[src/bfdh_pkg.sv]
`timescale 1ns / 1ps
// ----------------------------------------------------------------------------
// Bloom filter package
// Shared types and constants for the double-hash Bloom filter.
// ----------------------------------------------------------------------------
package bfdh_pkg;

  localparam int unsigned DEF_MAX_BITS = 65536;
  localparam int unsigned CFG_IDX_W    = 8;
  localparam int unsigned SIZE_W       = 17;
  localparam int unsigned NH_W         = 8;
  localparam int unsigned HASH_W       = 64;
  localparam int unsigned CNT_W        = 17;

  localparam logic [CFG_IDX_W-1:0] REG_FILTER_BITS = 8'd0;
  localparam logic [CFG_IDX_W-1:0] REG_NUM_HASHES  = 8'd1;

  localparam logic OP_INSERT = 1'b0;
  localparam logic OP_CHECK  = 1'b1;

  typedef enum logic [2:0] {
    ST_CLEAR, ST_IDLE, ST_MOD, ST_READ, ST_WAIT, ST_UPDATE, ST_NEXT, ST_DONE
  } bfdh_state_t;

  // Controller to datapath commands.
  typedef struct packed {
    logic clr_wr;    // write zero at clear address
    logic load;      // capture new item
    logic mod_start; // begin probe index reduction
    logic mem_rd;    // issue array read at probe index
    logic update;    // evaluate read bit (set or test)
    logic advance;   // next probe
  } bfdh_cmd_t;

  // Datapath to controller status.
  typedef struct packed {
    logic clr_last;
    logic mod_done;
    logic probes_done; // no probe left
    logic miss;        // check found a clear bit
  } bfdh_sts_t;

endpackage

[src/bfdh_ctrl.sv]
`timescale 1ns / 1ps
// ----------------------------------------------------------------------------
// Bloom filter controller
// Sequences the clearing pass and the probes of each item.
// ----------------------------------------------------------------------------
module bfdh_ctrl
  import bfdh_pkg::*;
(
  input  logic        clk,
  input  logic        rst_n,
  input  logic        in_fire,
  input  logic        out_free,
  input  bfdh_sts_t   sts,
  output bfdh_cmd_t   cmd,
  output logic        in_ready,
  output logic        out_load
);
  bfdh_state_t state_r, state_nxt;

  always_ff @(posedge clk) begin
    if (!rst_n) begin
      state_r <= ST_CLEAR;
    end else begin
      state_r <= state_nxt;
    end
  end

  always_comb begin
    state_nxt = state_r;
    cmd       = '0;
    in_ready  = 1'b0;
    out_load  = 1'b0;
    case (state_r)
      ST_CLEAR: begin
        cmd.clr_wr = 1'b1;
        if (sts.clr_last) begin
          state_nxt = ST_IDLE;
        end
      end
      ST_IDLE: begin
        in_ready = 1'b1;
        if (in_fire) begin
          cmd.load  = 1'b1;
          state_nxt = ST_NEXT;
        end
      end
      ST_NEXT: begin
        if (sts.probes_done || sts.miss) begin
          state_nxt = ST_DONE;
        end else begin
          cmd.mod_start = 1'b1;
          state_nxt     = ST_MOD;
        end
      end
      ST_MOD: begin
        if (sts.mod_done) begin
          state_nxt = ST_READ;
        end
      end
      ST_READ: begin
        cmd.mem_rd = 1'b1;
        state_nxt  = ST_WAIT;
      end
      ST_WAIT: begin
        state_nxt = ST_UPDATE;
      end
      ST_UPDATE: begin
        cmd.update  = 1'b1;
        cmd.advance = 1'b1;
        state_nxt   = ST_NEXT;
      end
      ST_DONE: begin
        if (out_free) begin
          out_load  = 1'b1;
          state_nxt = ST_IDLE;
        end
      end
      default: state_nxt = ST_IDLE;
    endcase
  end
endmodule

[config.mk]
export PLATFORM = sky130hd
export DESIGN_NAME = bfdh_ctrl
export DESIGN_NICKNAME = d
export VERILOG_FILES = /design/src/bfdh_pkg.sv /design/src/bfdh_ctrl.sv
export SDC_FILE = /design/constraint.sdc
export NUM_CORES = 1
export LEC_CHECK = 0
export ABC_CLOCK_PERIOD_IN_PS = 1780
export BUFFER_PORTS_ARGS = -buffer_cell sky130_fd_sc_hd__buf_2
export CAP_MARGIN = 0
export CORE_AREA = 3 3 40 42
export DETAILED_ROUTE_END_ITERATION = 6
export DIE_AREA = 0 0 43 45
export PLACE_DENSITY = 0.53
export SLEW_MARGIN = 5
export SYNTH_ARGS = -nofsm -noshare
export SYNTH_HDL_FRONTEND = slang
export SYNTH_SLANG_ARGS = --single-unit
export TNS_END_PERCENT = 50
[constraint.sdc]
create_clock -name clk -period 1.78 [get_ports clk]
set_clock_uncertainty 0.1 [all_clocks]
set_input_delay 0.267 -clock clk [delete_from_list [all_inputs] [get_ports clk]]
set_output_delay 0.267 -clock clk [all_outputs]
set_load 0.01 [all_outputs]
==> results.json <==
{
  "h-tree-depth": 1,
  "fin_area_sq_um": 459,
  "via_count": 326,
  "rsz0062_at_grt": "false",
  "die_w_um": 43,
  "core_sq_mm": 0.00128,
  "diodes": 0,
  "switching_power_uw": 271,
  "hold_viol": 0,
  "finalCritPeriodShare": 0.945,
  "track_usage": 0.0933,
  "post-cts-setup-buffer-count": 0,
  "maxSlewHeadroom": 0.812,
  "ys.flop_type": "dfxtp_1",
  "arrival_ps": 1320,
  "p_per_area_mw_per_mm2": 1410,
  "synth_compound_area_frac": 0.196,
  "netlist.area_leader.share": 0.182,
  "drt_first_iter_violations": 4,
  "start_util": 0.268,
  "fillCellCount": 138,
  "synth_top_family_by_area": "simple AND/OR/NAND/NOR gates",
  "p_int_uw": 374,
  "synth_cell_type_count": 23,
  "synth_fa_ha_area_frac": 0.182,
  "yosys.area_share.simple": 0.316,
  "power_uw": 646,
  "die-area_sq_mm": 0.00194,
  "synth_cells": 42,
  "synth-seq-cells": 3,
  "wirelength_um": 758,
  "synthTopCellsByCount": "ha_1 (5), inv_1 (4), nand2b_1 (4)",
  "finalMaxSlewViolations": 0,
  "min_path_type": "in -> reg",
  "tritoncts": "done",
  "required_ps": 1410,
  "insertion_delay_ps": 230,
  "clockBufferDepth": 2,
  "largest_reg_flops": 3,
  "yosysWarnings": 0,
  "ys_async_sr_fraction": 0,
  "ys_seq_area_frac": 0.175,
  "power_frac_clock": 0.181,
  "clockRootBuffer": "clkbuf_4",
  "seqPwrFrac": 0.216,
  "ant_nets": 0,
  "path_max_fanout": 4,
  "worst_pin_slew_ps": 282,
  "layout-drive-gt1-share": 0.483,
  "setup_viol": 0,
  "cts_sinks": 3,
  "dp_hpwl_um": 619,
  "first_global_vias": 322,
  "synth_xor_area_frac": 0,
  "grt_pass1_wl_mm": 1.35,
  "synth_area_leaders": "ha_1 (18%), dfxtp_1 (17%), nand2b_1 (7.3%)",
  "nets": 74,
  "synth.avg_cell_area_sq_um": 8.19,
  "synthesis.area_sq_um": 344,
  "drv_cap": 0,
  "yosys.area.top_type": "ha_1",
  "die_y_um": 45,
  "setup_tns_ps": 0,
  "status": "complete, no violations",
  "reg.largest.list": "state_r: 3 flops",
  "port_buffers": 15,
  "drcViolationCount": 0,
  "largest-register": "state_r",
  "p_sw_frac": 0.420,
  "min_period_ps": 1680,
  "pin_count": 16,
  "wl_per_cell_um": 10.1,
  "antenna_found_initial": 0,
  "p_leak_uw": 0.000241,
  "synth_edf_count": 0,
  "synthToLayoutAreaGrowth_pct": 33.5,
  "p_comb_frac": 0.603,
  "vdd_ir_drop_max_mv": 0.542,
  "cts_inserted_buffers": 3,
  "post_dp_cell_area_sq_um": 430,
  "crit_type": "reg -> out",
  "fp-row-count": 13,
  "max_freq_mhz": 594,
  "clk_pin_slew_ps": 40,
  "drt-pass1-iter-count": 3,
  "overflow": 0,
  "synthMuxAreaShare": 0.0655,
  "grt_max_degree": 10,
  "start_kind": "flip-flop",
  "syn-num-nets": 55,
  "routed_via_density": 4.35,
  "synth.most_common_cell": "ha_1",
  "crit_path_end_kind": "output port",
  "gp_congestion": 0.733
}
==> cells by family (layout without fill, tap and decap cells) <==
logic type,Yosys count,count (layout)
adder cells (fa/ha/maj),5,5
AND/OR/NAND/NOR,17,17
multiplexers,2,2
flip-flops,3,3
buffers and inverters,5,23
AO/OA/AOI/OAI,10,10
==> final timing paths <==
check / depth (start not counted) / to / slack (ps) / from
worst min register to register: 1 / state_r[1] / 440 / state_r[1]
worst min-delay path: 2 / state_r[0] / 200 / rst_n
worst max register to register: 6 / state_r[0] / 140 / state_r[0]
worst max-delay path: 5 / cmd[4] / 100 / state_r[1]
==> power groups by stage <==
stage               clock network, uW  registers [uW]  logic, uW
finish                            117             139        389
global route                      131             146        440
CTS                               125             136        394
detailed placement                  0             137        393
global placement                    0             138        396
floorplan                           0             125        299
==> per-stage QoR <==
stage                     worst slack [ps]  instances  hold WS (ps)   util
final                                 97.1         75           197  0.357
after global routing                  1.58         75           196  0.357
after CTS                             33.6         75           188  0.355
after detailed placement              90.4         71           432  0.335
after global placement                88.6         71           424  0.335
after floorplan                        194         42           285      -
==> cell usage in the layout (no fill, tap or decap), drive strengths merged <==
master and instances:
nand4 1, and2b 1, and2 2, a41o 1, a21oi 3, o21ai 2
inv 4, nand2b 4, and3 3, clkbuf 4, mux2 2, nor2b 1
o21a 1, nand2 2, buf 15, ha 5, dfxtp 3, nor2 3
o21bai 1, a21boi 1, a31o 1
==> cell type report <==
class,count,area (sq um),area share
Timing Repair Buffer,15,75.1,0.163
Sequential cell,3,62.6,0.136
Clock buffer,4,26.3,0.0572
Inverter,4,15.0,0.0327
Tap cell,15,18.8,0.0409
Multi-Input combinational cell,34,262,0.569
==> worst max-delay path: stages (launching register included) <==
cell	delay [ps]
dfxtp_2	340
inv_1	70
ha_1	200
and2b_2	200
and2_1	140
buf_2	130
==> repair_timing <==
item                                    in CTS  in global routing
hold endpoints to repair                     0                  0
resized for setup                            0                  2
endpoints found under the setup margin       0                  2
hold buffers                                 0                  0
==> metal layers <==
metal,vias up,routed length (um),global-route usage,part of all wire
met3,0,63,0.0239,0.083
li1,179,-,-,-
met1,135,384,0.120,0.51
met5,-,0,0,0
met4,0,0,0.0542,0
met2,12,311,0.141,0.41
Note: power is estimated with default switching activity, not from simulation.
